--- src/sv/fpsa_pkg.sv ---
// shared types, constants and helpers for the free page stack allocator
package fpsa_pkg;

   localparam int STACK_DEPTH = 32768;
   localparam int PAGE_BYTES  = 4096;

   localparam int ADDR_W      = 34;
   localparam int BYTES_W     = 28;
   localparam int CMD_W       = 2;
   localparam int STATUS_W    = 2;
   localparam int PAGE_SHIFT  = $clog2(PAGE_BYTES);
   localparam int PAGE_NUM_W  = ADDR_W - PAGE_SHIFT;
   localparam int COUNT_W     = $clog2(STACK_DEPTH + 1);
   localparam int IDX_W       = $clog2(STACK_DEPTH);
   localparam int QUEUE_DEPTH = 2;
   localparam int QPTR_W      = $clog2(QUEUE_DEPTH);
   localparam int QCNT_W      = $clog2(QUEUE_DEPTH + 1);
   localparam int CSR_ADDR_W  = 4;
   localparam int CSR_DATA_W  = 64;

   localparam logic [ADDR_W-1:0]  LOWER_LIMIT_RESET = 34'h0_8000_0000;
   localparam logic [ADDR_W-1:0]  UPPER_LIMIT_RESET = 34'h0_8800_0000;
   localparam logic [BYTES_W-1:0] BYTES_MAX         = '1;

   localparam logic [CMD_W-1:0] CMD_ALLOC = 2'd0;
   localparam logic [CMD_W-1:0] CMD_FREE  = 2'd1;
   localparam logic [CMD_W-1:0] CMD_QUERY = 2'd2;

   localparam logic [STATUS_W-1:0] STATUS_OK    = 2'd0;
   localparam logic [STATUS_W-1:0] STATUS_EMPTY = 2'd1;
   localparam logic [STATUS_W-1:0] STATUS_BAD   = 2'd2;
   localparam logic [STATUS_W-1:0] STATUS_FULL  = 2'd3;

   // register index carried by paddr bit 3 (registers are 8 bytes apart)
   localparam logic REG_LOWER_LIMIT = 1'b0;
   localparam logic REG_UPPER_LIMIT = 1'b1;

   typedef struct packed {
      logic [CMD_W-1:0]  command;
      logic [ADDR_W-1:0] address;
   } req_type;

   typedef struct packed {
      logic [ADDR_W-1:0]   page_address;
      logic [BYTES_W-1:0]  free_bytes;
      logic [STATUS_W-1:0] status;
   } rsp_type;

   typedef struct packed {
      logic [ADDR_W-1:0] lower_limit;
      logic [ADDR_W-1:0] upper_limit;
   } limits_type;

   typedef enum logic [1:0] {
      OP_POP,
      OP_PUSH,
      OP_BAD,
      OP_QUERY
   } op_type;

   typedef struct packed {
      op_type                op;
      logic [PAGE_NUM_W-1:0] page;
   } entry_type;

   // free pages times page size, saturating at the field maximum
   function automatic logic [BYTES_W-1:0] bytes_of(input logic [COUNT_W-1:0] count);
      logic [63:0] prod;
      prod = 64'(count) << PAGE_SHIFT;
      if (prod > 64'(BYTES_MAX)) begin
         return BYTES_MAX;
      end
      return prod[BYTES_W-1:0];
   endfunction

endpackage

--- src/sv/fpsa_queue.sv ---
// short fifo between the front and back ends
module fpsa_queue (
   input  logic                clock,
   input  logic                reset,
   input  logic                in_valid,
   output logic                in_ready,
   input  fpsa_pkg::entry_type in_data,
   output logic                out_valid,
   input  logic                out_ready,
   output fpsa_pkg::entry_type out_data
);
   import fpsa_pkg::*;

   entry_type         slot_ff [QUEUE_DEPTH];
   logic [QPTR_W-1:0] wr_ptr_ff, wr_ptr_in;
   logic [QPTR_W-1:0] rd_ptr_ff, rd_ptr_in;
   logic [QCNT_W-1:0] fill_ff, fill_in;
   logic              push;
   logic              pop;

   assign in_ready  = (fill_ff != QCNT_W'(QUEUE_DEPTH));
   assign out_valid = (fill_ff != '0);
   assign out_data  = slot_ff[rd_ptr_ff];
   assign push      = in_valid && in_ready;
   assign pop       = out_valid && out_ready;

   always_comb begin
      wr_ptr_in = wr_ptr_ff;
      rd_ptr_in = rd_ptr_ff;
      fill_in   = fill_ff;
      if (push) begin
         wr_ptr_in = (wr_ptr_ff == QPTR_W'(QUEUE_DEPTH - 1)) ? '0 : wr_ptr_ff + 1'b1;
      end
      if (pop) begin
         rd_ptr_in = (rd_ptr_ff == QPTR_W'(QUEUE_DEPTH - 1)) ? '0 : rd_ptr_ff + 1'b1;
      end
      case ({push, pop})
         2'b10:   fill_in = fill_ff + 1'b1;
         2'b01:   fill_in = fill_ff - 1'b1;
         default: fill_in = fill_ff;
      endcase
   end

   always_ff @(posedge clock) begin
      if (reset) begin
         wr_ptr_ff <= '0;
         rd_ptr_ff <= '0;
         fill_ff   <= '0;
      end else begin
         wr_ptr_ff <= wr_ptr_in;
         rd_ptr_ff <= rd_ptr_in;
         fill_ff   <= fill_in;
      end
   end

   always_ff @(posedge clock) begin
      if (push) begin
         slot_ff[wr_ptr_ff] <= in_data;
      end
   end

endmodule

--- config.mk ---
export PLATFORM = sky130hd
export DESIGN_NAME = fpsa_queue
export DESIGN_NICKNAME = d
export VERILOG_FILES = /design/src/sv/fpsa_pkg.sv /design/src/sv/fpsa_queue.sv
export SDC_FILE = /design/constraint.sdc
export NUM_CORES = 1
export LEC_CHECK = 0
export BUFFER_PORTS_ARGS = -buffer_cell sky130_fd_sc_hd__buf_2
export CELL_PAD_IN_SITES_DETAIL_PLACEMENT = 0
export CELL_PAD_IN_SITES_GLOBAL_PLACEMENT = 1
export CORE_MARGIN = 5
export CORE_UTILIZATION = 40
export CTS_BUF_LIST = sky130_fd_sc_hd__clkbuf_8
export CTS_CLUSTER_SIZE = 28
export DETAILED_ROUTE_END_ITERATION = 12
export PLACE_DENSITY_LB_ADDON = 0.15
export REMOVE_ABC_BUFFERS = 1
export SYNTH_ARGS = -nofsm -noshare
export SYNTH_HDL_FRONTEND = slang
export SYNTH_SLANG_ARGS = --single-unit
--- constraint.sdc ---
create_clock -name clock -period 1.55 [get_ports clock]
set_input_delay 0.155 -clock clock [delete_from_list [all_inputs] [get_ports clock]]
set_output_delay 0.155 -clock clock [all_outputs]
set_load 0.01 [all_outputs]
==> impl_results.md, run 1 <==
* Post-CTS Hold Buffers at 0
* Peak supply drop at slightly above 700 uV
* Crit path max fanout at 14
* Synth Cell Area at slightly below 2000 sq um
* Max-slew violations at 0
* Unrepaired setup endpoints after global routing: true
* Setup repair bufs after CTS at 0
* Post-place setup slack at ~0.037 ns
* CP max stage cell: dfxtp_1
* Initial antenna violation count at 0
* ANT cells at 0
* Total power at roughly 0.0038 W
* Met1 usage at between 10% and 20%
* GR Layer Usage met2 at between 20% and 30%
* Clock Path Buffers at 2
* Initial core utilization at between 40 and 50%
* Min-delay src: in_data[2]
* Largest net degree at the start of global routing at 18
* Netlist cell types at 19
* Leak pwr at about 0.92 nW
* Avg Cell Area, Syn at 19.7 sq um
* Cell Rows at 25
* Final Net Count at around 190
* Gpl congestion at between 0.6 and 0.7
* All-Layer GR Usage at a little under an eighth
* Ys async rst share at 0%
* Vias in the first global route at roughly 1100
* Post-synth top area share at between 70 and 80%
* Router iterations before antenna repair at 4
* Vias/cell at between 4 and 5
* Drt initial violations at 50
* Pint at approximately 0.0027 W
* # DRC at 0
* Critical path cell sequence: buf_6, mux2_2, buf_2
* Post-Route Skew at ~0.01 ns
* Hold Path Class: input port to register
* Final hold vios at 0
* Sw frac at around 29%
* Root buffer cell: clkbuf_8
* Flop pwr share at approximately half
* Status: finished, final reports clean
* Tmin final at approximately 1.5 ns
* Crit end category: output pin
* Met3 usage at 4.51%
* CP peak stage delay at roughly 0.36 ns
* Die height at approximately 80 um
* Max_cap viols at 0
* Post_cts resized at 0
* CP startpoint kind: register
* Wire per inst at ~14 um
* TritonCTS Buffers at 5
* Clock Sinks at 53
* Worst-Skew Late Latency at roughly 0.3 ns
* Final period util at about 97%
* Antenna Nets Post-Route at 0
* Final setup viols at 0
* Post-DP HPWL at between 2 and 2.5 mm
* Yosys top cell by area: edfxtp_1
* Main synth FF type: edfxtp_1
* Syn Inst Count at between 90 and 100
* First-pass GRT wire length at 5.40 mm
* Fmax achieved at about 0.67 GHz
* Yosys warns at 0
* Chip width at roughly 80 um
* P_sw at about 0.0011 W
* Critical Path RT at between 1 and 1.5 ns
* Grt ovf at 0
* Ratio of cells with drive above 1 in the final layout at slightly below 60%
* Io pins at 54
* CTS tree: yes
* Post-synth EDFFs at 48
* Slack of the critical path at about 0.047 ns
* Setup Crit Path Kind: register to output pin
* Reg2reg start: fill_ff[0]$_SDFFE_PP0P_
* Crit path arrival time at between 1 and 1.5 ns
* CTS H-Tree Depth at 2
* Area grow syn2layout at 25.6%
* DIE AREA at around 6400 sq um
* I/O Buffers at 53
* PD cells at 1560 nW/um^2
* Part of the power in the clock network at approximately 20%
* DR vias at slightly above 1000
* Placed instance count at 223
* Setup TNS at 0 ns
* Routed WL at between 3 and 4 mm
* Fin cells at around 230
* Worst-margin pin slew at 0.190 ns
* Rel. slew slack at 87.2%
* Worst-path clk slew at ~0.10 ns
* Combinational power share at between 30% and 40%
* #FFs+latches synth at between 50 and 60
* Post-synthesis sequential area ratio at between 70% and 80%
* Top cells by area, synth: edfxtp_1 74%, mux2_2 14%, dfxtp_1 5.1%
* Worst hold slack at around 0.036 ns
* Global route hottest layer: met2
* Area of the core at 4720 sq um
## per-stage QoR
| stage | instance area (sq um) | util [%] |
|---|---|---|
| floorplan | 1930 | - |
| global placement | 2350 | 49.7 |
| detailed placement | 2350 | 49.7 |
| CTS | 2440 | 51.7 |
| global route | 2450 | 51.8 |
| finish | 2450 | 51.8 |
## layout by cell type (no fill, tap or decap)
master | synthesis | final
dfxtp_1 | 5 | 4
and3_1 | 1 | 1
o21a_1 | 1 | 1
buf_12 | 0 | 1
nand3b_1 | 1 | 1
nand2_1 | 1 | 1
inv_1 | 1 | 1
xnor2_1 | 2 | 2
o21ai_0 | 1 | 1
edfxtp_1 | 48 | 48
buf_2 | 3 | 53
a21oi_1 | 2 | 2
mux2_2 | 24 | 24
clkinvlp_4 | 0 | 3
clkbuf_8 | 0 | 5
nand2b_1 | 1 | 1
buf_4 | 0 | 4
nor2_1 | 3 | 3
ha_1 | 1 | 1
dfxtp_2 | 0 | 1
or2_2 | 1 | 1
or3_1 | 1 | 1
buf_6 | 0 | 2
a21bo_2 | 1 | 1
xor2_1 | 1 | 1
## power groups by stage
stage	Clock [W]	Combinational, W	Sequential, W
after floorplan	0	0.000651	0.00196
after global placement	0	0.00118	0.00190
after detailed placement	0	0.00120	0.00192
after CTS	0.000784	0.00121	0.00188
after global routing	0.000858	0.00130	0.00191
final	0.000752	0.00119	0.00189
## cells by family after synthesis
group / Yosys count / share of synthesized area, %
flops: 53 / 79.1
mux: 24 / 13.9
simple gates: 9 / 2.44
compound gates: 5 / 1.67
buf+inv: 4 / 0.962
xor+xnor: 3 / 1.35
fa+ha+maj: 1 / 0.642
## flip-flops by register name (all words and copies together) (netlist names), named ones only
signal     count
fill_ff        2
rd_ptr_ff      1
slot_ff       48
wr_ptr_ff      1
## critical path: cells and delay by family (launching register included)
kind	cells	cell delay [ns]
buf+inv	2	0.33
mux	1	0.36
flops	1	0.36
## area by class of cell
type | instances | area [sq um]
Fill cell | 401 | 2270
Sequential cell | 53 | 1540
Multi-Input combinational cell | 42 | 389
Timing Repair Buffer | 60 | 338
Tap cell | 67 | 83.8
Clock buffer | 5 | 68.8
Clock inverter | 3 | 22.5
Inverter | 1 | 3.75
## final timing paths
check,endpoint,cells past startpoint,slack [ns]
setup / recovery,out_data[6],3,0.05
hold reg to reg,rd_ptr_ff$_SDFFE_PP0P_,2,0.52
setup reg to reg,fill_ff[1]$_SDFFE_PP0P_,5,0.08
hold / removal,slot_ff[0][2]$_DFFE_PP_,1,0.04
## per-layer routing
metal / part of all wire [%] / vias to the layer above
met4: 1.2 / 0
met2: 54 / 26
met3: 6.3 / 4
li1: - / 504
met5: 0 / -
met1: 38 / 478
## cells in the mapped netlist (2+ instances only)
master    instances
a21oi_1           2
edfxtp_1         48
buf_2             3
xnor2_1           2
dfxtp_1           5
mux2_2           24
nor2_1            3
Note: power is estimated with default switching activity, not from simulation.
==> run 2: changes to the inputs <==
Settings changed: PLACE_DENSITY from default to 0.78, PLACE_DENSITY_LB_ADDON 0.15 to default.
==> run 2 against run 1 <==
  * Cell area increased by 1.5%
  * Worst hold slack improved by 0.0072 ns
  * First-iteration DRC count decreased by 18%
  * Worst setup slack improved by 0.029 ns
  * Global-route usage increased by 0.76 points
  * Highest routed layer unchanged
  * Critical path depth unchanged
  * Combinational power increased by 6%
  * Count of clock-buffer cells in the layout unchanged
  * Via count increased by 7.3%
  * Power increased by 5.6%
  * Die area unchanged
==> impl_results.md, run 2 (synthesis results as in run 1) <==
* Flop pwr share at 47.1% (-2.2 points)
* Ratio of cells with drive above 1 in the final layout at 58.4% (+0.51 points)
* Total power at 0.00404 W (+5.6%)
* Die height at 79.8 um (unchanged)
* Commonest non-fill, non-tap cells in the layout: 53 x buf_2, 48 x edfxtp_1, 24 x mux2_2, 7 x buf_4, 5 x clkbuf_8
* CTS tree: yes
* Most common cell after layout, fill and taps aside: buf_2
* Status: finished, final reports clean
* I/O Buffers at 53 (unchanged)
* Final setup viols at 0 (unchanged)
* Final hold vios at 0 (unchanged)
* Rel. slew slack at 86.5% (-0.75 points)
* Part of the power in the clock network at 21.8% (+2.2 points)
* Largest net degree at the start of global routing at 16 (-2)
* Router iterations before antenna repair at 4 (unchanged)
* Area grow syn2layout at 27.5%
* Pint at 0.00293 W (+7.3%)
* Combinational power share at 31.1% (about the same)
* Wire per inst at 15.9 um (+9.9%)
* Cell Rows at 25 (unchanged)
* Crit path max fanout at 14 (unchanged)
* Area of the core at 4720 sq um (unchanged)
* Critical Path RT at 1.39 ns (about the same)
* DR vias at 1086 (+7.3%)
* Vias in the first global route at 1218 (+9.5%)
* First-pass GRT wire length at 5.97 mm (+10%)
* Gpl congestion at 0.695 (+10%)
* CTS H-Tree Depth at 2 (unchanged)
* Crit end category: output pin
* DIE AREA at 6370 sq um (unchanged)
* Final Net Count at 194 (+1.0%)
* Initial antenna violation count at 0 (unchanged)
* Leak pwr at 0.948 nW (+3.0%)
* Post-CTS Hold Buffers at 0 (unchanged)
* Sw frac at 27.4% (-1.1 points)
* Tmin final at 1.47 ns (-0.0285 ns)
* Final period util at 95.1% (-1.8 points)
* # DRC at 0 (unchanged)
* CP startpoint kind: register
* Routed WL at 3.71 mm (+11%)
* Drt initial violations at 41 (-18%)
* Max-slew violations at 0 (unchanged)
* TritonCTS Buffers at 5 (unchanged)
* Post-Route Skew at 0.00196 ns (-0.00803 ns)
* Worst-Skew Late Latency at 0.29 ns (about the same)
* Worst-path clk slew at 0.09 ns (about the same)
* Final core occ at 52.6% (+0.79 points)
* Antenna Nets Post-Route at 0 (unchanged)
* Largest register by flop count: slot_ff
* Max_cap viols at 0 (unchanged)
* Design area at 2490 sq um (+1.5%)
* ANT cells at 0 (unchanged)
* Clock Sinks at 53 (unchanged)
* Worst-margin pin slew at 0.203 ns (+0.0126 ns)
* All-Layer GR Usage at 12.3% (+0.76 points)
* Grt ovf at 0 (unchanged)
* Unrepaired setup endpoints after global routing: false
* Chip width at 79.8 um (unchanged)
* Crit path arrival time at 1.32 ns (-0.03 ns)
* Post-DP HPWL at 2.65 mm (+9.0%)
* Layout fillers at 402 (+0.25%)
* P_sw at 0.00111 W (+1.5%)
* Root buffer cell: clkbuf_8
* Biggest regs: slot_ff: 48 flops, fill_ff: 2 flops
* Setup Crit Path Kind: register to output pin
* Post-DP Area at 2340 sq um (-0.53%)
* Initial core utilization at 41.3% (unchanged)
* Fmax achieved at 0.678 GHz (+1.9%)
* Peak supply drop at 826 uV (+16%)
* Io pins at 54 (unchanged)
* Largest register FFs at 48 (unchanged)
* Hold Path Class: input port to register
* Clock Path Buffers at 2 (unchanged)
* PD cells at 1630 nW/um^2 (+4.0%)
* Vias/cell at 4.66 (+6.4%)
-- run 2: worst max-delay path, stage by stage, from the launching register on --
cell and delay [ns]:
dfxtp_2 0.37, buf_8 0.16, mux2_2 0.35, buf_2 0.14
-- run 2: metal layers --
metal | up-vias | global-route usage, % | share of wire [%]
li1 | 511 | - | -
met1 | 528 | 14.3 | 41
met2 | 43 | 21.0 | 49
met3 | 4 | 4.74 | 9.1
met4 | 0 | 4.05 | 1.0
met5 | - | 0 | 0
-- run 2: what timing repair did --
| item | CTS | global route |
|---|---|---|
| pin swaps | 0 | 0 |
| endpoints found under the setup margin | 6 | 39 |
| gates resized for setup | 1 | 6 |
| setup buffers | 0 | 2 |
| cloned | 0 | 0 |
-- run 2: final cells by class --
class                      count  area (sq um)  share of cell area, %
inverter                       1          3.75                  0.151
tap                           67          83.8                   3.37
clock inverter                 3          37.5                   1.51
sequential                    53          1550                   62.2
timing repair buffer          62           344                   13.8
clock buffer                   5          68.8                   2.77
multi-input combinational     42           402                   16.2
-- run 2: final timing paths --
check | from | end | slack [ns] | depth (start not counted)
hold / removal | in_data[0] | slot_ff[0][0]$_DFFE_PP_ | 0.04 | 1
setup reg to reg | fill_ff[1]$_SDFFE_PP0P_ | fill_ff[1]$_SDFFE_PP0P_ | 0.14 | 5
setup / recovery | register | out_data[9] | 0.08 | 3
hold reg to reg | rd_ptr_ff$_SDFFE_PP0P_ | rd_ptr_ff$_SDFFE_PP0P_ | 0.53 | 2
-- run 2: per-stage QoR --
stage	setup slack, ns	hold slack (ns)	std cells	TNS, ns
after floorplan	-0.139	0.224	96	-4.55
after global placement	0.120	0.344	223	0
after detailed placement	0.0465	0.347	223	0
after CTS	0.0165	0.0310	231	0
after global routing	0.0100	0.0214	233	0
final	0.0755	0.0431	233	0
-- run 2: power by group through the flow --
| stage | clock network [W] | logic (W) | registers (W) |
|---|---|---|---|
| floorplan | 0 | 0.000651 | 0.00196 |
| global placement | 0 | 0.00115 | 0.00190 |
| detailed placement | 0 | 0.00118 | 0.00193 |
| CTS | 0.000912 | 0.00120 | 0.00190 |
| global route | 0.000982 | 0.00137 | 0.00192 |
| finish | 0.000881 | 0.00126 | 0.00190 |
