`config.mk`:
```
export PLATFORM = sky130hd
export DESIGN_NAME = fpsa_front
export DESIGN_NICKNAME = d
export VERILOG_FILES = /design/src/sv/fpsa_pkg.sv /design/src/sv/fpsa_front.sv
export SDC_FILE = /design/constraint.sdc
export NUM_CORES = 1
export LEC_CHECK = 0
export ABC_CLOCK_PERIOD_IN_PS = 5250
export CORE_MARGIN = 2
export CORE_UTILIZATION = 40
export DETAILED_ROUTE_END_ITERATION = 8
export DONT_BUFFER_PORTS = 1
export PLACE_DENSITY = 0.56
export SLEW_MARGIN = 15
export SYNTH_ARGS = -nofsm -noshare
export SYNTH_HDL_FRONTEND = slang
export SYNTH_SLANG_ARGS = --single-unit
```
`constraint.sdc`:
```
create_clock -name vclk -period 5.25
set_input_delay 0.2625 -clock vclk [all_inputs]
set_output_delay 0.2625 -clock vclk [all_outputs]
set_load 0.02 [all_outputs]
```
`src/sv/fpsa_pkg.sv`:
```
// shared types, constants and helpers for the free page stack allocator
package fpsa_pkg;

   localparam int STACK_DEPTH = 32768;
   localparam int PAGE_BYTES  = 4096;

   localparam int ADDR_W      = 34;
   localparam int BYTES_W     = 28;
   localparam int CMD_W       = 2;
   localparam int STATUS_W    = 2;
   localparam int PAGE_SHIFT  = $clog2(PAGE_BYTES);
   localparam int PAGE_NUM_W  = ADDR_W - PAGE_SHIFT;
   localparam int COUNT_W     = $clog2(STACK_DEPTH + 1);
   localparam int IDX_W       = $clog2(STACK_DEPTH);
   localparam int QUEUE_DEPTH = 2;
   localparam int QPTR_W      = $clog2(QUEUE_DEPTH);
   localparam int QCNT_W      = $clog2(QUEUE_DEPTH + 1);
   localparam int CSR_ADDR_W  = 4;
   localparam int CSR_DATA_W  = 64;

   localparam logic [ADDR_W-1:0]  LOWER_LIMIT_RESET = 34'h0_8000_0000;
   localparam logic [ADDR_W-1:0]  UPPER_LIMIT_RESET = 34'h0_8800_0000;
   localparam logic [BYTES_W-1:0] BYTES_MAX         = '1;

   localparam logic [CMD_W-1:0] CMD_ALLOC = 2'd0;
   localparam logic [CMD_W-1:0] CMD_FREE  = 2'd1;
   localparam logic [CMD_W-1:0] CMD_QUERY = 2'd2;

   localparam logic [STATUS_W-1:0] STATUS_OK    = 2'd0;
   localparam logic [STATUS_W-1:0] STATUS_EMPTY = 2'd1;
   localparam logic [STATUS_W-1:0] STATUS_BAD   = 2'd2;
   localparam logic [STATUS_W-1:0] STATUS_FULL  = 2'd3;

   // register index carried by paddr bit 3 (registers are 8 bytes apart)
   localparam logic REG_LOWER_LIMIT = 1'b0;
   localparam logic REG_UPPER_LIMIT = 1'b1;

   typedef struct packed {
      logic [CMD_W-1:0]  command;
      logic [ADDR_W-1:0] address;
   } req_type;

   typedef struct packed {
      logic [ADDR_W-1:0]   page_address;
      logic [BYTES_W-1:0]  free_bytes;
      logic [STATUS_W-1:0] status;
   } rsp_type;

   typedef struct packed {
      logic [ADDR_W-1:0] lower_limit;
      logic [ADDR_W-1:0] upper_limit;
   } limits_type;

   typedef enum logic [1:0] {
      OP_POP,
      OP_PUSH,
      OP_BAD,
      OP_QUERY
   } op_type;

   typedef struct packed {
      op_type                op;
      logic [PAGE_NUM_W-1:0] page;
   } entry_type;

   // free pages times page size, saturating at the field maximum
   function automatic logic [BYTES_W-1:0] bytes_of(input logic [COUNT_W-1:0] count);
      logic [63:0] prod;
      prod = 64'(count) << PAGE_SHIFT;
      if (prod > 64'(BYTES_MAX)) begin
         return BYTES_MAX;
      end
      return prod[BYTES_W-1:0];
   endfunction

endpackage

```
`src/sv/fpsa_front.sv`:
```
// front end: takes commands and sorts them into stack operations
module fpsa_front (
   input  logic                 req_valid,
   output logic                 req_ready,
   input  fpsa_pkg::req_type    req_data,
   input  fpsa_pkg::limits_type limits,
   output logic                 q_valid,
   input  logic                 q_ready,
   output fpsa_pkg::entry_type  q_data
);
   import fpsa_pkg::*;

   logic aligned;
   logic in_range;

   assign req_ready = q_ready;
   assign q_valid   = req_valid;

   assign aligned  = (req_data.address[PAGE_SHIFT-1:0] == '0);
   assign in_range = (req_data.address >= limits.lower_limit)
                  && (req_data.address <  limits.upper_limit);

   always_comb begin
      q_data.page = req_data.address[ADDR_W-1:PAGE_SHIFT];
      unique case (req_data.command)
         CMD_ALLOC: q_data.op = OP_POP;
         CMD_FREE:  q_data.op = (aligned && in_range) ? OP_PUSH : OP_BAD;
         // the unused code behaves as a query
         default:   q_data.op = OP_QUERY;
      endcase
   end

endmodule

```
==> results of run 1 <==
-- worst paths after layout --
| path | startpoint | to | slack (ns) | cells past startpoint |
|---|---|---|---|---|
| max | limits[66] | q_data[22] | 2.40 | 8 |
| min | req_data[25] | q_data[13] | 0.53 | 0 |
-- power by group --
part           switching (mW)  internal [mW]
clock                       0              0
combinational          0.0597         0.0512
sequential                  0              0
-- per-layer routing --
| metal | wire length, µm | part of all wire, % |
|---|---|---|
| met2 | 1895 | 47 |
| met3 | 340 | 8.4 |
| met4 | 0 | 0 |
| met5 | 0 | 0 |
| met1 | 1820 | 45 |
-- cells in the final DEF (no fill, tap or decap), types with 2 or more instances in the layout --
cell type / synthesis / layout
ha_1: 67 / 67
a221oi_1: 4 / 4
nor2_1: 8 / 8
nor3_1: 5 / 5
o21ai_0: 9 / 9
a21oi_1: 25 / 25
nand4_1: 8 / 8
nand3_1: 5 / 5
nor4_1: 2 / 2
a211oi_1: 2 / 2
a21o_1: 6 / 6
nand2_1: 22 / 22
inv_1: 68 / 68
nand2b_1: 3 / 3
and4_1: 3 / 3
-- area by class of cell --
type	instances	area share [%]
inverters	68	14.05
multi-input cells	180	82.23
well taps	54	3.719
-- through the flow --
step | hold slack (ns) | setup slack, ns | cell area, µm² | instances
5_1_grt | 0.5250 | 2.260 | 1817 | 302
3_3_place_gp | 0.5251 | 2.428 | 1817 | 302
4_1_cts | 0.5251 | 2.334 | 1817 | 302
3_5_place_dp | 0.5251 | 2.337 | 1817 | 302
6_report | 0.5250 | 2.399 | 1817 | 302
2_1_floorplan | 0.6376 | 2.646 | 1929 | 272
-- cell families (layout without fill, tap and decap cells) --
| family | Yosys count | after routing |
|---|---|---|
| compound gates | 53 | 53 |
| fa+ha+maj | 67 | 67 |
| buf+inv | 92 | 68 |
| simple gates | 60 | 60 |
==> flow_summary.json, run 1 <==
{
  "routabilityCongestion": 0.7006,
  "syn_area_um2": 1929,
  "met3_usage_pct": 2.332,
  "synthMuxAreaShare_pct": 0,
  "yosysMostFrequentCell": "inv_1",
  "grt_max_degree": 5,
  "ys_top_cells_by_area": "ha_1 (43%), inv_1 (13%), buf_4 (9.3%)",
  "grt_pass1_vias": 1473,
  "run_status": "complete, no violations",
  "min_period_ns": 2.851,
  "synth_top_family_by_area": "adder cells",
  "crit_arrival_ns": 2.59,
  "grt_pass1_wl_um": 5927,
  "slew_violations": 0,
  "drt-total-wl_um": 4056,
  "die_w_um": 73.45,
  "rsz0062_at_grt": "no",
  "p_total_mw": 0.1109,
  "post_cts_resized": 0,
  "chipHeight_um": 73.45,
  "yosysTopAreaCellShare_pct": 43.45,
  "synth-simple-area-share_pct": 16.08,
  "slowest_delay_ns": 0.93,
  "antenna_found_initial": 0,
  "cp_cell_sequence": "inv_1, ha_1, nand4_1, nor4_2, nand3_1, o32ai_1, nor3_1, o41ai_1",
  "vias_per_cell": 5.219,
  "cp_max_fo": 3,
  "grt_overflow": 0,
  "dr.pass1.iters": 4,
  "crit_path_end_kind": "output port",
  "diodes": 0,
  "synth_warnings": 0,
  "cp-start-kind": "input pin",
  "postCtsSetupBuffers": 0,
  "multi_input_area_um2": 1494,
  "clkbuf_count": 0,
  "use_met2_pct": 25.89,
  "setup_tns_ns": 0,
  "hold_viol": 0,
  "grt_busiest_layer": "met2",
  "cellLeakagePower_nw": 1.086,
  "synth_fa_ha_area_share_pct": 43.45,
  "drt_first_iter_violations": 35,
  "slew_headroom_pct": 31.45,
  "min_path_type": "input pin to output port",
  "die_area_um2": 5395,
  "cp.required_ns": 4.99,
  "synth_common_cells": "inv_1 (68), ha_1 (67), a21oi_1 (25), buf_4 (24), nand2_1 (22)",
  "antenna_left": 0,
  "peakVddDrop_v": 0.00002230,
  "synth_top_cell_by_area": "ha_1",
  "cp.buffers_inverters": 1,
  "synth_xor_area_share_pct": 0,
  "syn_inst": 272,
  "fin_crit_sh_pct": 54.31,
  "met1_usage_pct": 16.75,
  "drcViolationCount": 0,
  "core_um2": 4692,
  "ios": 132,
  "setup_violations": 0,
  "place.port_buffers": 0,
  "cp_slowest_cell": "o41ai_1",
  "gr-usage-all-layers_pct": 13.59,
  "tightest_slew_ns": 1.015,
  "vias": 1576,
  "ys_seq_area_share_pct": 0,
  "nets": 423,
  "wl_per_cell_um": 13.43,
  "drive_gt1_share_pct": 2.016,
  "initial_utilization_pct": 41.12,
  "final_util_pct": 38.72,
  "hold_buffers": 0,
  "area_delta_synth_final_pct": -5.837,
  "syn_area_per_cell_um2": 7.093,
  "rows": 25,
  "p_per_area_nw_per_um2": 61.05,
  "path_class": "input pin to output port",
  "synth-compound-area-share_pct": 17.90,
  "design.seq.count": 0,
  "fillers": 499,
  "ys_types": 27,
  "maxCapViolCount": 0,
  "cp_top_family": "compound AO/OA/AOI/OAI gates",
  "synth.net_count": 445,
  "ff_latch_area_um2": 0,
  "post-dp-hpwl_um": 3887,
  "timing.fmax_mhz": 350.8
}
Power figures use the tool's default switching activity.
==> run 2: changes to the inputs <==
- ABC_CLOCK_PERIOD_IN_PS: 5250 -> 2600
- PLACE_DENSITY: 0.56 -> 0.58
- clock period: 5.25 -> 2.6 ns (I/O delays scaled with it)
==> run 2 against run 1 <==
  * Sequential share of layout area unchanged
  * Global-route usage increased by 1.7 points
  * First-iteration DRC count decreased by 34%
  * Highest routed layer unchanged
  * Total power increased by 110%
  * Non-clock buffer count increased by 1
  * Critical path depth increased by 1
  * Die area unchanged
  * Flip-flop and latch count unchanged
  * Via count increased by 1.0%
  * Largest cell class unchanged
  * Utilization increased by 0.16 points
==> flow_summary.json, run 2 (same netlist as run 1, synthesis figures left out) <==
{
  "area_delta_synth_final_pct": -5.447,
  "vias_per_cell": 5.254,
  "dr.pass1.iters": 4,
  "drt-total-wl_um": 4132,
  "chipHeight_um": 73.45,
  "initial_utilization_pct": 41.12,
  "clkbuf_count": 0,
  "cp_slowest_cell": "o41ai_1",
  "cellLeakagePower_nw": 1.091,
  "post-dp-hpwl_um": 3960,
  "slew_violations": 0,
  "worst_slack_ns": 0.3797,
  "postCtsSetupBuffers": 0,
  "ff_latch_area_um2": 0,
  "antenna_left": 0,
  "final_common_cell": "inv_1",
  "timing.fmax_mhz": 450.4,
  "final_cell_mix": "inv_1 (68), ha_1 (67), a21oi_1 (25)",
  "run_status": "complete, no violations",
  "maxCapViolCount": 0,
  "grt_max_degree": 5,
  "crit_arrival_ns": 2.09,
  "cp_cell_sequence": "inv_1, ha_1, nand4_1, nor4_2, nand3_1, o32ai_1, nor3_1, o41ai_1, buf_4",
  "hold_buffers": 0,
  "setup_tns_ns": 0,
  "rsz0062_at_grt": "no",
  "hold_viol": 0,
  "antenna_found_initial": 0,
  "slowest_delay_ns": 0.39,
  "grt_overflow": 0,
  "design.seq.count": 0,
  "tightest_slew_ns": 0.3633,
  "routabilityCongestion": 0.7283,
  "drt_first_iter_violations": 23,
  "drive_gt1_share_pct": 2.410,
  "rows": 25,
  "ios": 132,
  "die_w_um": 73.45,
  "cp_max_fo": 3,
  "die_area_um2": 5395,
  "dpl_worst_slack_ns": 0.3450,
  "grt_pass1_vias": 1550,
  "post_cts_resized": 0,
  "crit_path_end_kind": "output port",
  "vias": 1592,
  "place.port_buffers": 0,
  "diodes": 0,
  "path_class": "input pin to output port",
  "cp-start-kind": "input pin",
  "nets": 424,
  "min_path_type": "input pin to output port",
  "wl_per_cell_um": 13.64,
  "peakVddDrop_v": 0.00004092,
  "slew_headroom_pct": 75.78,
  "core_um2": 4692,
  "fin_crit_sh_pct": 85.40,
  "cp.required_ns": 2.47,
  "drcViolationCount": 0,
  "setup_violations": 0,
  "grt_pass1_wl_um": 6727,
  "p_per_area_nw_per_um2": 124.7,
  "min_period_ns": 2.220,
  "gr-usage-all-layers_pct": 15.25
}
run 2: cell types whose count changed in the layout (fill, tap and decap cells not counted), sizes merged:
cell	change
buf	+1
run 2: critical path: cells and delay by family:
family          cells  cell delay (ns)
simple gates        4             0.74
compound gates      2             0.69
buf+inv             2             0.23
fa+ha+maj           1             0.31
run 2: through the flow:
step                cell area (µm²)  instances  hold slack [ns]  util, %  power, mW
floorplan                      1929        272           0.3726        -     0.2344
global placement               1824        303           0.2601    38.88     0.2270
detailed placement             1824        303           0.2601    38.88     0.2310
CTS                            1824        303           0.2601    38.88     0.2332
global route                   1824        303           0.2600    38.88     0.2773
finish                         1824        303           0.2600    38.88     0.2275
run 2: path summary, 6_finish.rpt:
check	start	to	slack (ns)	cells after the start
setup / recovery	limits[66]	q_data[22]	0.38	9
hold / removal	req_data[22]	q_data[10]	0.26	0
run 2: power by group:
| group | internal [mW] | leakage, nW | total [mW] | switching (mW) |
|---|---|---|---|---|
| clock | 0 | 0 | 0 | 0 |
| sequential | 0 | 0 | 0 | 0 |
| combinational | 0.105 | 1.09 | 0.227 | 0.123 |
| total | 0.105 | 1.09 | 0.227 | 0.123 |
run 2: per-layer routing:
| metal | track usage, % | up-vias | share of wire [%] |
|---|---|---|---|
| li1 | - | 868 | - |
| met1 | 20.26 | 660 | 46 |
| met2 | 27.78 | 64 | 47 |
| met3 | 1.920 | 0 | 7.0 |
| met4 | 0 | 0 | 0 |
| met5 | 0 | - | 0 |
run 2: layout make-up:
type / instances / area, µm²
timing repair buffer: 1 / 7.507
inverter: 68 / 255.2
fill: 505 / 2868
tap: 54 / 67.56
multi-input combinational: 180 / 1494
==> run 3: changes to the inputs <==
- CORE_UTILIZATION: 40 -> 60
- PLACE_DENSITY: 0.58 -> 0.81
- SLEW_MARGIN: 15 -> 5
==> run 3 against run 2 <==
  * Cell count shrank 3.3%
  * Largest power group unchanged
  * Wire length down 2.4%
  * Global-route usage is 6.5 points higher
  * Via count rose by 4.5%
  * Setup slack lost 0.055 ns
  * Non-clock buffer count did not move
  * Combinational power is essentially flat
  * Utilization grew 20 points
  * Critical path depth did not move
  * Hold slack stayed put
  * First-iteration DRC count rose by 57%
==> flow_summary.json, run 3 (same netlist as run 1, synthesis figures left out) <==
{
  "run_status": "complete, no violations",
  "post_cts_resized": 0,
  "vias_per_cell": 5.679,
  "timing.fmax_mhz": 439.4,
  "rsz0062_at_grt": "no",
  "tightest_slew_ns": 0.3470,
  "combinationalPowerShare_pct": 100.0,
  "area_delta_synth_final_pct": -6.096,
  "grt_pass1_vias": 1608,
  "ff_latch_area_um2": 0,
  "p_per_area_nw_per_um2": 126.9,
  "cellLeakagePower_nw": 1.091,
  "die_w_um": 60.71,
  "clkbuf_count": 0,
  "peakVddDrop_v": 0.00005850,
  "drcViolationCount": 0,
  "path_class": "input pin to output port",
  "postCtsSetupBuffers": 0,
  "grt_overflow": 0,
  "gr-usage-all-layers_pct": 21.73,
  "hold_buffers": 0,
  "grt_max_degree": 5,
  "wl_per_cell_um": 13.77,
  "fin_crit_sh_pct": 87.53,
  "ios": 132,
  "slew_headroom_pct": 76.57,
  "holdWs_ns": 0.2600,
  "antenna_found_initial": 0,
  "design.seq.count": 0,
  "dr.pass1.iters": 4,
  "diodes": 0,
  "internal-power_mw": 0.1058,
  "crit_path_end_kind": "output port",
  "setup_tns_ns": 0,
  "cp-start-kind": "input pin",
  "post-dp-hpwl_um": 3818,
  "slew_violations": 0,
  "drive_gt1_share_pct": 2.410,
  "place.port_buffers": 0,
  "dpl_worst_slack_ns": 0.3281,
  "rows": 20,
  "die_area_um2": 3685,
  "p_sw_mw": 0.1241,
  "crit_arrival_ns": 2.15,
  "multi_input_area_um2": 1494,
  "vias": 1664,
  "nets": 424,
  "seq_power_share_pct": 0,
  "setup_violations": 0,
  "worst_slack_ns": 0.3243,
  "cp_max_fo": 3,
  "fillers": 299,
  "final_common_cell": "inv_1",
  "initial_utilization_pct": 63.20,
  "drt-total-wl_um": 4034,
  "antenna_left": 0,
  "final_cell_mix": "inv_1 (68), ha_1 (67), a21oi_1 (25)",
  "drt_first_iter_violations": 36,
  "clkPwrFrac_pct": 0,
  "maxCapViolCount": 0,
  "cp.required_ns": 2.47,
  "min_period_ns": 2.276,
  "p_total_mw": 0.2298,
  "min_path_type": "input pin to output port",
  "routabilityCongestion": 0.7391,
  "chipHeight_um": 60.71,
  "sw_frac_of_total_pct": 53.98,
  "core_um2": 3053,
  "hold_viol": 0,
  "grt_pass1_wl_um": 6320
}
-- run 3: metrics by stage --
stage / util [%] / std cells / cell area, µm²
after floorplan: - / 272 / 1929
after global placement: 59.34 / 293 / 1812
after detailed placement: 59.34 / 293 / 1812
after CTS: 59.34 / 293 / 1812
after global routing: 59.34 / 293 / 1812
final: 59.34 / 293 / 1812
-- run 3: final timing paths --
path,from,to,slack [ns],depth (start not counted)
setup / recovery,limits[66],q_data[22],0.32,9
hold / removal,req_valid,q_valid,0.26,0
-- run 3: final cells by class --
type	instances	share of cell area, %
inverter	68	14.09
multi-input combinational	180	82.46
tap	44	3.039
timing repair buffer	1	0.4144
-- run 3: critical path, cell delays in order --
cell and delay, ns:
inv_1 0.02, ha_1 0.31, nand4_1 0.13, nor4_2 0.39, nand3_1 0.14, o32ai_1 0.29, nor3_1 0.11, o41ai_1 0.42
buf_4 0.21
-- run 3: layer usage --
metal | vias up | global-route usage [%] | wire [µm]
li1 | 867 | - | -
met3 | 0 | 2.345 | 284
met2 | 79 | 43.47 | 1990
met5 | - | 0 | 0
met1 | 718 | 25.77 | 1759
met4 | 0 | 0.9317 | 0
-- run 3: power groups by stage --
| stage | sequential, mW | combinational (mW) | clock [mW] |
|---|---|---|---|
| final | 0 | 0.230 | 0 |
| after floorplan | 0 | 0.234 | 0 |
| after global routing | 0 | 0.276 | 0 |
| after global placement | 0 | 0.223 | 0 |
| after detailed placement | 0 | 0.231 | 0 |
| after CTS | 0 | 0.233 | 0 |
