<file path="config.mk">
export PLATFORM = sky130hd
export DESIGN_NAME = fpsa_csr
export DESIGN_NICKNAME = d
export VERILOG_FILES = /design/src/sv/fpsa_pkg.sv /design/src/sv/fpsa_csr.sv
export SDC_FILE = /design/constraint.sdc
export NUM_CORES = 1
export LEC_CHECK = 0
export ABC_AREA = 1
export BUFFER_PORTS_ARGS = -buffer_cell sky130_fd_sc_hd__clkbuf_2
export CORE_MARGIN = 2
export CORE_UTILIZATION = 33
export CTS_BUF_LIST = sky130_fd_sc_hd__clkbuf_16
export CTS_CLUSTER_SIZE = 24
export DETAILED_ROUTE_END_ITERATION = 12
export GPL_ROUTABILITY_DRIVEN = 0
export GPL_TIMING_DRIVEN = 0
export PLACE_DENSITY = 0.66
export SLEW_MARGIN = 20
export SYNTH_ARGS = -nofsm -noshare
export SYNTH_HDL_FRONTEND = slang
export SYNTH_SLANG_ARGS = --single-unit
export TNS_END_PERCENT = 5
</file>
<file path="constraint.sdc">
create_clock -name clock -period 0.8 [get_ports clock]
set_input_delay 0.04 -clock clock [delete_from_list [all_inputs] [get_ports clock]]
set_output_delay 0.04 -clock clock [all_outputs]
set_load 0.03 [all_outputs]
</file>
<file path="src/sv/fpsa_pkg.sv">
// shared types, constants and helpers for the free page stack allocator
package fpsa_pkg;

   localparam int STACK_DEPTH = 32768;
   localparam int PAGE_BYTES  = 4096;

   localparam int ADDR_W      = 34;
   localparam int BYTES_W     = 28;
   localparam int CMD_W       = 2;
   localparam int STATUS_W    = 2;
   localparam int PAGE_SHIFT  = $clog2(PAGE_BYTES);
   localparam int PAGE_NUM_W  = ADDR_W - PAGE_SHIFT;
   localparam int COUNT_W     = $clog2(STACK_DEPTH + 1);
   localparam int IDX_W       = $clog2(STACK_DEPTH);
   localparam int QUEUE_DEPTH = 2;
   localparam int QPTR_W      = $clog2(QUEUE_DEPTH);
   localparam int QCNT_W      = $clog2(QUEUE_DEPTH + 1);
   localparam int CSR_ADDR_W  = 4;
   localparam int CSR_DATA_W  = 64;

   localparam logic [ADDR_W-1:0]  LOWER_LIMIT_RESET = 34'h0_8000_0000;
   localparam logic [ADDR_W-1:0]  UPPER_LIMIT_RESET = 34'h0_8800_0000;
   localparam logic [BYTES_W-1:0] BYTES_MAX         = '1;

   localparam logic [CMD_W-1:0] CMD_ALLOC = 2'd0;
   localparam logic [CMD_W-1:0] CMD_FREE  = 2'd1;
   localparam logic [CMD_W-1:0] CMD_QUERY = 2'd2;

   localparam logic [STATUS_W-1:0] STATUS_OK    = 2'd0;
   localparam logic [STATUS_W-1:0] STATUS_EMPTY = 2'd1;
   localparam logic [STATUS_W-1:0] STATUS_BAD   = 2'd2;
   localparam logic [STATUS_W-1:0] STATUS_FULL  = 2'd3;

   // register index carried by paddr bit 3 (registers are 8 bytes apart)
   localparam logic REG_LOWER_LIMIT = 1'b0;
   localparam logic REG_UPPER_LIMIT = 1'b1;

   typedef struct packed {
      logic [CMD_W-1:0]  command;
      logic [ADDR_W-1:0] address;
   } req_type;

   typedef struct packed {
      logic [ADDR_W-1:0]   page_address;
      logic [BYTES_W-1:0]  free_bytes;
      logic [STATUS_W-1:0] status;
   } rsp_type;

   typedef struct packed {
      logic [ADDR_W-1:0] lower_limit;
      logic [ADDR_W-1:0] upper_limit;
   } limits_type;

   typedef enum logic [1:0] {
      OP_POP,
      OP_PUSH,
      OP_BAD,
      OP_QUERY
   } op_type;

   typedef struct packed {
      op_type                op;
      logic [PAGE_NUM_W-1:0] page;
   } entry_type;

   // free pages times page size, saturating at the field maximum
   function automatic logic [BYTES_W-1:0] bytes_of(input logic [COUNT_W-1:0] count);
      logic [63:0] prod;
      prod = 64'(count) << PAGE_SHIFT;
      if (prod > 64'(BYTES_MAX)) begin
         return BYTES_MAX;
      end
      return prod[BYTES_W-1:0];
   endfunction

endpackage

</file>
<file path="src/sv/fpsa_csr.sv">
// limit registers behind the apb-style configuration port
module fpsa_csr (
   input  logic                              clock,
   input  logic                              reset,
   input  logic                              csr_psel,
   input  logic                              csr_penable,
   input  logic                              csr_pwrite,
   input  logic [fpsa_pkg::CSR_ADDR_W-1:0]   csr_paddr,
   input  logic [fpsa_pkg::CSR_DATA_W-1:0]   csr_pwdata,
   output logic [fpsa_pkg::CSR_DATA_W-1:0]   csr_prdata,
   output logic                              csr_pready,
   output fpsa_pkg::limits_type              limits
);
   import fpsa_pkg::*;

   logic [ADDR_W-1:0] lower_ff, lower_in;
   logic [ADDR_W-1:0] upper_ff, upper_in;
   logic              wr_en;
   logic              reg_sel;

   assign csr_pready = 1'b1;
   assign wr_en      = csr_psel && csr_penable && csr_pwrite;
   assign reg_sel    = csr_paddr[3];

   always_comb begin
      lower_in = lower_ff;
      upper_in = upper_ff;
      if (wr_en) begin
         unique case (reg_sel)
            REG_LOWER_LIMIT: lower_in = csr_pwdata[ADDR_W-1:0];
            REG_UPPER_LIMIT: upper_in = csr_pwdata[ADDR_W-1:0];
            default:         ;
         endcase
      end
   end

   always_ff @(posedge clock) begin
      if (reset) begin
         lower_ff <= LOWER_LIMIT_RESET;
         upper_ff <= UPPER_LIMIT_RESET;
      end else begin
         lower_ff <= lower_in;
         upper_ff <= upper_in;
      end
   end

   always_comb begin
      unique case (reg_sel)
         REG_LOWER_LIMIT: csr_prdata = CSR_DATA_W'(lower_ff);
         REG_UPPER_LIMIT: csr_prdata = CSR_DATA_W'(upper_ff);
         default:         csr_prdata = '0;
      endcase
   end

   assign limits.lower_limit = lower_ff;
   assign limits.upper_limit = upper_ff;

endmodule

</file>
==> metrics.txt, run 1 <==
Tmin final=1.022 ns; #FFs+latches synth=68; # IOs=206; ANT nets after route=0; clk_lat worst skew=0.32 ns; DR pass1 iterations=4; largest net degree at the start of global routing=12; nets=832; Ant. Diodes=0; gr usage total=20.35%; Initial Utilization=33.91%; Slowest-stage cell, CP=dfxtp_2; total gr overflow=0; type of the worst setup path=reg -> out; Seq pwr share=38.3%; Die ar.=11400 sq um; share of post-route cells with drive strength above 1=53.14%; hpwl dp=7.947 mm; Synth-to-Final Area Change=89.52%; Clk network pwr share=36.7%; Max Fanout on Critical Path=3; skew final=0 ns; Worst-path clk slew=0.06 ns; Final Setup Violations=102; Final WS setup=-0.2221 ns; Worst-Margin Slew=0.5156 ns; Slew headroom=65.63%; leakage power=0.003204 uW; TNS Setup=-12.05 ns; total detailed-routing wirelength=12.46 mm; TritonCTS Sinks=68; fmax=978.4 MHz; average size of a mapped cell=6.347 sq um; synth unique cells=16; Slowest Stage Delay on Critical Path=0.37 ns; Required @ worst endpoint=0.76 ns; global-route wire length before repair=18.41 mm; Logic pwr share=25.0%; Max Cap Violations=0; Tcrit/Tclk final=127.8%; via count=4019; htree depth=3; final hold violation count=0; worst-case clock buffer depth=2; Core ar.=10280 sq um; HP Class=in -> reg; Yosys warnings=0; filler cell count=827; Die W=106.8 microns; switching portion of total power=30.70%; number of global-route vias before repair=3812; post-DR wirelength/cell=13.85 microns; buffers added on ports=140; chip height=106.8 microns; crit-path leading delay family=flip-flops; CP Capture Type=primary output; FP Rows=37; sequential area share after synthesis=39.07%; TritonCTS Buffers=9; Place WS=-0.3790 ns; initial antenna violation count=0; internal power=6525 uW; status=finished with violations; CTS tree=built; vias per inst=4.466; failing checks=setup timing; Peak VDD IR=862.4 uV; Critical Path Source Type=register; Multi-input gate area=2019 sq um; DR DRC count=0; Buf/Inv on CP=1; Syn Inst Count=549; power per cell area=1426 nW/um^2; arrival time at the worst endpoint=0.98 ns; CP Cell Sequence=nand2_2, nand2_2, buf_8; clock root cell=clkbuf_16; unrepaired setup endpoints after global routing=true; Hold WS=0.04163 ns; Slew Limit Fails=0; CP most frequent cell=nand2_2; Starting DRT DRC Count=151; Psw=2891 uW; Cell Area, Synth=3485 sq um; area occupied by registers=1526 sq um
-- stage by stage --
stage	cells	cell area, sq um	util (%)	total power, uW
finish	900	6604	64.26	9415
CTS	872	5976	58.14	9261
detailed placement	854	4703	45.76	5444
global route	900	6604	64.26	9829
floorplan	578	3832	-	4978
global placement	854	4703	45.76	5421
-- layer usage --
layer	track usage, %	share of wire, %	routed length [microns]
met1	24.08	39	4891
met5	0	0	0
met3	3.040	4.7	589
met4	8.256	0.99	123
met2	36.67	55	6858
-- cells in the mapped netlist --
cell type	number	share of area, %
nand2_1	174	19
buf_4	37	8.0
conb_1	2	0.22
nand3_2	1	0.29
o21ai_0	1	0.14
nor2_4	2	0.65
nor2_2	1	0.18
clkbuf_1	4	0.43
buf_1	5	0.54
inv_2	2	0.22
buf_6	7	2.3
nor2_1	130	14
dfxtp_1	68	39
buf_2	13	1.9
nand3_1	68	9.8
inv_1	34	3.7
-- registers in the layout, summed over array words and instances, names as in the netlist --
signal and count:
upper_ff 34, lower_ff 34
-- power by group through the flow --
stage / combinational, uW / sequential [uW] / clock (uW)
after global routing: 2520 / 3610 / 3700
after global placement: 1750 / 3680 / 0
after floorplan: 1080 / 3890 / 0
final: 2360 / 3600 / 3460
after CTS: 2070 / 3650 / 3530
after detailed placement: 1760 / 3680 / 0
-- layout make-up --
cell class | instances | share of cell area, %
Multi-Input combinational cell | 408 | 30.58
Sequential cell | 68 | 23.11
Tap cell | 136 | 2.577
Clock inverter | 7 | 0.5116
Inverter | 36 | 2.046
Timing Repair Buffer | 170 | 29.78
Clock buffer | 9 | 3.410
Buffer | 66 | 7.977
-- final timing paths --
path,from,endpoint,slack (ns),cells past startpoint
max,lower_ff[31],csr_prdata[31],-0.22,3
min,csr_pwdata[1],upper_ff[1],0.04,5
max reg2reg,lower_ff[16],lower_ff[16],0.08,3
min reg2reg,lower_ff[13],lower_ff[13],0.50,2
-- worst min-delay path, cell delays in order --
cell	delay [ns]
clkbuf_2	0.08
inv_1	0.06
nand3_1	0.07
nand2_1	0.05
nor2_1	0.03
-- cells by family (layout without fill, tap and decap cells) --
kind of cell	after synthesis	count (layout)	share of synthesized area, %
buffers and inverters	102	288	16.95
and+or+nand+nor	376	376	43.63
DFF	68	68	39.07
AOI/OAI and AO/OA	1	1	0.1435
other	2	31	0.2155
-- cells in the final DEF (no fill, tap or decap), drive strengths merged --
| cell | n |
|---|---|
| clkinv | 6 |
| conb | 31 |
| nand3 | 69 |
| nor2 | 133 |
| clkbuf | 54 |
| clkinvlp | 1 |
| o21ai | 1 |
| dfxtp | 68 |
| dlygate4sd3 | 2 |
| buf | 189 |
| nand2 | 174 |
| inv | 36 |
-- timing repair --
item / 4_1_cts / 5_1_grt
setup buffers: 0 / 28
endpoints found under the setup margin: 107 / 113
gates resized for setup: 291 / 204
hold buffers: 2 / 0
pin swaps: 9 / 22
hold endpoints to repair: 3 / 0
Power figures use the tool's default switching activity.
==> inputs of run 2 (changes only) <==
ABC_AREA = default   (was 1)
PLACE_DENSITY = default   (was 0.66)
PLACE_DENSITY_LB_ADDON = 0.3   (was default)
==> run 2 against run 1 <==
Compared with the run above: the flow still finishes with violations (setup timing); clock-buffer cell count unchanged; hold slack worse by 0.035 ns; critical path type unchanged; synthesized cell count is 39% lower; sequential share of layout area shrank 1.4 points; power increased by 0.64%; clock skew stayed put.
==> metrics.txt, run 2 <==
status=finished with violations (unchanged); failing checks=setup timing (unchanged); worst-case clock buffer depth=2 (unchanged); Syn Inst Count=333 (was 549); Buf/Inv on CP=1 (unchanged); power per cell area=1421 nW/um^2 (was 1426 nW/um^2); initial antenna violation count=0 (unchanged); total detailed-routing wirelength=11.41 mm (was 12.46 mm); unrepaired setup endpoints after global routing=true (unchanged); Max Fanout on Critical Path=2 (was 3); DR pass1 iterations=4 (unchanged); Die W=106.5 microns (was 106.8 microns); number of global-route vias before repair=3431 (was 3812); type of the worst setup path=reg -> out (unchanged); commonest non-fill, non-tap cell in the layout=nand2b_1 (was nor2_1); gr busiest metal=met2 (unchanged); average size of a mapped cell=10.41 sq um (was 6.347 sq um); final hold violation count=0 (unchanged); buffers added on ports=140 (unchanged); leakage power=0.003160 uW (was 0.003204 uW); clock root cell=clkbuf_16 (unchanged); Tcrit/Tclk final=141.1% (was 127.8%); clk_lat worst skew=0.32 ns (about the same); hpwl dp=6.343 mm (was 7.947 mm); # IOs=206 (unchanged); Die ar.=11340 sq um (was 11400 sq um); CTS tree=built (unchanged); Multi-input gate area=1917 sq um (was 2019 sq um); M1 GR Usage=21.57% (was 24.08%); htree depth=3 (unchanged); Final Setup Violations=102 (unchanged); total gr overflow=0 (unchanged); chip height=106.5 microns (was 106.8 microns); share of the synthesized area in the top cell type=39.28% (was 39.07%); gr usage total=19.06% (was 20.35%); Max Cap Violations=0 (unchanged); biggest regs=lower_ff x34, upper_ff x34 (unchanged); met3 Usage GRT=3.985% (was 3.040%); nets=661 (was 832); Starting DRT DRC Count=56 (was 151); Ant. Diodes=0 (unchanged); filler cell count=769 (was 827); ANT nets after route=0 (unchanged); Placed Cells incl. Taps=638 (was 854); fmax=885.8 MHz (was 978.4 MHz); arrival time at the worst endpoint=1.09 ns (was 0.98 ns); number of flops mapped to enable cells by yosys=0 (unchanged); Synth Flop Type=dfxtp_1 (unchanged); global-route met2 utilization=35.90% (was 36.67%); CP Capture Type=primary output (unchanged); Synth area leaders=dfxtp_1, mux2i_1, nand2b_1, mux2_2, buf_4 (was dfxtp_1, nand2_1, nor2_1, nand3_1, buf_4); async set or reset register ratio after synthesis=0% (unchanged); area occupied by registers=1446 sq um (was 1526 sq um); TritonCTS Buffers=9 (unchanged); Core ar.=10280 sq um (unchanged); CP Cell Sequence=mux2_4, buf_8 (was nand2_2, nand2_2, buf_8); synth unique cells=14 (was 16); most common cell in the synthesized netlist=nand2b_1 (was nand2_1); most frequent cells in the layout=nand2b_1, buf_8, dfxtp_2, mux2i_1, buf_6 (was nor2_1, buf_8, nand2_1, nand3_1, nand2_2); DR DRC count=0 (unchanged); crit-path leading delay family=flip-flops (unchanged); Overall Power=9475 uW (was 9415 uW); Yosys warnings=0 (unchanged); sequential area share after synthesis=39.28% (was 39.07%); vias per inst=4.361 (was 4.466); Slowest Stage Delay on Critical Path=0.33 ns (was 0.37 ns); TritonCTS Sinks=68 (unchanged); post-DR wirelength/cell=15.65 microns (was 13.85 microns); share of post-route cells with drive strength above 1=57.67% (was 53.14%); Slowest-stage cell, CP=dfxtp_2 (unchanged); Critical Path Source Type=register (unchanged); global-route wire length before repair=16.99 mm (was 18.41 mm); via count=3179 (was 4019); Worst-path clk slew=0.05 ns (was 0.06 ns); Post-synth top cells=nand2b_1, dfxtp_1, mux2i_1 (was nand2_1, nor2_1, dfxtp_1, nand3_1, buf_4); Slew Limit Fails=0 (unchanged); Final WS setup=-0.3290 ns (was -0.2221 ns); cell type with the largest total area after synthesis=dfxtp_1 (unchanged); Cell Area, Synth=3466 sq um (was 3485 sq um); Final Instance Count excl. Fillers=729 (was 900); Synth-to-Final Area Change=92.35% (was 89.52%); Required @ worst endpoint=0.76 ns (about the same); Initial Utilization=33.72% (was 33.91%); HP Class=in -> reg (unchanged); skew final=0 ns (unchanged); #FFs+latches synth=68 (unchanged); largest net degree at the start of global routing=12 (unchanged); Tmin final=1.129 ns (was 1.022 ns); FP Rows=37 (unchanged); Peak VDD IR=1170 uV (was 862.4 uV)
run 2: layout make-up:
cell class	count	area share (%)
Timing Repair Buffer	215	36.00
Multi-Input combinational cell	240	28.75
Sequential cell	68	21.70
Buffer	54	6.363
Clock buffer	9	3.378
Tap cell	136	2.553
Clock inverter	7	1.258
run 2: what timing repair did:
action	CTS	global route
hold buffers	33	0
resized for setup	278	159
hold endpoints to repair	59	0
gates cloned	0	0
setup endpoints to repair	104	132
pin swaps	0	1
buffers inserted	38	4
run 2: per-stage QoR:
stage / util, % / area (sq um) / setup slack, ns / TNS, ns / hold slack, ns
floorplan: - / 3582 / -0.08533 / -3.742 / 0.1953
CTS: 61.48 / 6319 / -0.3227 / -19.87 / 0.0004077
global placement: 43.33 / 4453 / -0.4047 / -29.32 / 0.3116
detailed placement: 43.33 / 4453 / -0.4212 / -30.09 / 0.3211
finish: 64.86 / 6666 / -0.3290 / -16.97 / 0.007092
global route: 64.86 / 6666 / -0.3544 / -20.15 / 0.04331
run 2: final timing paths:
check	startpoint	end	slack, ns	cells past startpoint
max	lower_ff[7]	csr_prdata[7]	-0.33	2
min	csr_pwdata[25]	upper_ff[25]	0.007	3
max reg2reg	lower_ff[23]	lower_ff[23]	0.01	4
min reg2reg	lower_ff[5]	lower_ff[5]	0.48	2
run 2: logic make-up (layout without fill, tap and decap cells):
group,Yosys count,count (layout),synth area share [%]
mux,102,102,30.69
flops,68,68,39.28
simple gates,107,107,19.21
other cells,2,31,0.2167
buf+inv,54,285,10.61
run 2: metal layers:
metal / vias up / share of wire [%]
li1: 1556 / -
met5: - / 0
met4: 0 / 1.4
met2: 115 / 54
met1: 1495 / 40
met3: 13 / 4.8
run 2: worst reg2reg max path, delay by kind of cell, from the launching register on:
kind / cells / cell delay (ns)
flops: 1 / 0.33
simple gates: 1 / 0.06
mux: 1 / 0.06
buf+inv: 2 / 0.22
run 2: power by group:
group	internal (uW)	switching, uW	total, uW	leakage, uW
registers	3480	65.2	3540	0.000581
logic	920	907	1830	0.00242
clock network	2690	1420	4110	0.000155
total	7090	2390	9480	0.00316
==> inputs of run 3 (changes only) <==
TNS_END_PERCENT = 20   (was 5)
==> run 3 against run 2 <==
Compared with the run above: the run still ends with setup timing left; via count is 7.6% higher; power is 1.6% lower; final cell count is 3.8% higher; die area stayed put; worst setup slack worse by 0.0033 ns; critical path depth stayed put; final area is 6.3% higher; sequential cell count stayed put; sequential power hardly changed; register-to-register slack worse by 0.03 ns; global-route usage is 1.7 points higher; critical path type unchanged; critical endpoint is now csr_prdata[22]; largest cell class unchanged; largest power group unchanged; highest routed layer unchanged.
==> metrics.txt, run 3 (synthesis results as in run 2) <==
status=finished with violations (unchanged); failing checks=setup timing (unchanged); Slowest Stage Delay on Critical Path=0.33 ns (about the same); Max Fanout on Critical Path=2 (unchanged); Slew headroom=61.59%; Logic pwr share=21.2% (was 19.3%); DR DRC count=0 (unchanged); DR pass1 iterations=6 (was 4); initial antenna violation count=0 (unchanged); Required @ worst endpoint=0.76 ns (about the same); buffers added on ports=140 (unchanged); TritonCTS Sinks=68 (unchanged); via count=3420 (was 3179); Slowest-stage cell, CP=dfxtp_2 (unchanged); Starting DRT DRC Count=88 (was 56); Register-to-Register Path Depth=4 (unchanged); skew final=0 ns (unchanged); worst-case clock buffer depth=2 (unchanged); # IOs=206 (unchanged); power per cell area=1316 nW/um^2 (was 1421 nW/um^2); vias per inst=4.518 (was 4.361); Psw=2484 uW (was 2390 uW); FP Rows=37 (unchanged); M1 GR Usage=23.28% (was 21.57%); TritonCTS Buffers=9 (unchanged); CTS tree=built (unchanged); global-route met2 utilization=37.41% (was 35.90%); Final WS setup=-0.3323 ns (was -0.3290 ns); type of the worst setup path=reg -> out (unchanged); Initial Utilization=33.72% (unchanged); FF-to-FF setup slack=-0.02 ns (was 0.01 ns); Worst R2R End=upper_ff[19] (was lower_ff[23]); leakage power=0.003390 uW (was 0.003160 uW); post-DR wirelength/cell=17.28 microns (was 15.65 microns); Ant. Diodes=0 (unchanged); gr busiest metal=met2 (unchanged); chip height=106.5 microns (unchanged); reg-to-reg startpoint=upper_ff[19] (was lower_ff[23]); Clk network pwr share=40.8% (was 43.3%); Synth-to-Final Area Change=104.4% (was 92.35%); Core ar.=10280 sq um (unchanged); largest net degree at the start of global routing=11 (was 12); Die ar.=11340 sq um (unchanged); most frequent cells in the layout=nand2b_1, buf_8, buf_6, mux2i_1, dfxtp_2 (was nand2b_1, buf_8, dfxtp_2, mux2i_1, buf_6); ANT nets after route=0 (unchanged); internal power=6839 uW (was 7086 uW); hpwl dp=6.492 mm (was 6.343 mm); gr usage total=20.76% (was 19.06%); clock root cell=clkbuf_16 (unchanged); Tcrit/Tclk final=141.5% (was 141.1%); commonest non-fill, non-tap cell in the layout=nand2b_1 (unchanged); global-route wire length before repair=18.29 mm (was 16.99 mm); met3 Usage GRT=5.334% (was 3.985%); nets=689 (was 661); number of global-route vias before repair=3460 (was 3431); Max Cap Violations=0 (unchanged); Hold WS=0.2108 ns (was 0.007092 ns); number of cells on the critical path=2 (unchanged); Placed Cells incl. Taps=638 (unchanged); clk_lat worst skew=0.32 ns (about the same); CP Capture Point=csr_prdata[22] (was csr_prdata[7]); Critical Path Source Type=register (unchanged); HP Class=in -> reg (unchanged); Buf/Inv on CP=1 (unchanged); share of post-route cells with drive strength above 1=59.42% (was 57.67%); Setup crit start=lower_ff[22] (was lower_ff[7]); Worst-path clk slew=0.06 ns (was 0.05 ns); TNS Setup=-19.65 ns (was -16.97 ns); CP Cell Sequence=mux2_4, buf_8 (unchanged); unrepaired setup endpoints after global routing=true (unchanged); fmax=883.2 MHz (was 885.8 MHz); Die W=106.5 microns (unchanged); htree depth=3 (unchanged); Seq pwr share=38.0% (was 37.4%); Worst-Margin Slew=0.5762 ns; crit-path leading delay family=flip-flops (unchanged); Peak VDD IR=743.8 uV (was 1170 uV); biggest regs=lower_ff x34, upper_ff x34 (unchanged); arrival time at the worst endpoint=1.09 ns (about the same); CP Capture Type=primary output (unchanged); switching portion of total power=26.64% (was 25.22%); total gr overflow=0 (unchanged); Final Instance Count excl. Fillers=757 (was 729); total detailed-routing wirelength=13.08 mm (was 11.41 mm); final hold violation count=0 (unchanged); Slew Limit Fails=0 (unchanged); Tmin final=1.132 ns (was 1.129 ns); Final Setup Violations=110 (was 102)
[run 3: changes by cell type in the layout (fill, tap and decap cells not counted), moves of 3 or more]
cell	change
buf_6	+19
buf_4	-4
mux2_2	-10
buf_8	+14
mux2_4	+10
nand2b_1	-3
nand2b_4	+3
inv_1	+3
[run 3: timing repair]
| item | in CTS | in global routing |
|---|---|---|
| pin swaps | 0 | 1 |
| setup endpoints to repair | 110 | 141 |
| resized for setup | 305 | 169 |
| hold endpoints to repair | 60 | 0 |
| hold buffers | 34 | 0 |
| setup buffers | 45 | 24 |
[run 3: cell type report]
class | instances | area [sq um]
fill | 741 | 3193
timing repair buffer | 243 | 2781
multi-input combinational | 240 | 1973
sequential | 68 | 1446
buffer | 54 | 434.2
clock buffer | 9 | 225.2
tap | 136 | 170.2
clock inverter | 7 | 53.80
[run 3: worst reg2reg max path, delay by kind of cell, from the launching register on]
family	cells	cell delay (ns)
flops	1	0.35
buf+inv	2	0.19
mux	1	0.15
simple gates	1	0.05
[run 3: metal layers]
| metal | wire length, microns | part of all wire, % |
|---|---|---|
| met4 | 285 | 2.2 |
| met3 | 796 | 6.1 |
| met2 | 7016 | 54 |
| met5 | 0 | 0 |
| met1 | 4980 | 38 |
[run 3: worst min path at each step]
stage,start,endpoint,slack [ns],cells after the start
3_5_place_dp,csr_pwdata[11],upper_ff[11],0.31,3
4_1_cts,reset,upper_ff[33],0.21,3
6_report,reset,lower_ff[28],0.21,3
2_1_floorplan,csr_pwdata[27],lower_ff[27],0.20,2
5_1_grt,reset,upper_ff[28],0.26,3
3_3_place_gp,csr_pwdata[0],upper_ff[0],0.31,3
[run 3: power by group through the flow]
stage          Combinational, uW  Clock (uW)  Sequential, uW
3_5_place_dp                1290           0            3600
5_1_grt                     2070        3960            3550
6_report                    1970        3800            3550
4_1_cts                     1730        3850            3530
3_3_place_gp                1280           0            3590
2_1_floorplan                815           0            3730
[run 3: metrics by stage]
step / setup WS [ns] / util, % / power, uW / cell area [sq um]
floorplan: -0.08533 / - / 4548 / 3603
global placement: -0.4589 / 43.54 / 4874 / 4474
detailed placement: -0.4633 / 43.54 / 4884 / 4474
CTS: -0.3274 / 63.51 / 9108 / 6528
global route: -0.3497 / 68.93 / 9584 / 7084
finish: -0.3323 / 68.93 / 9322 / 7084
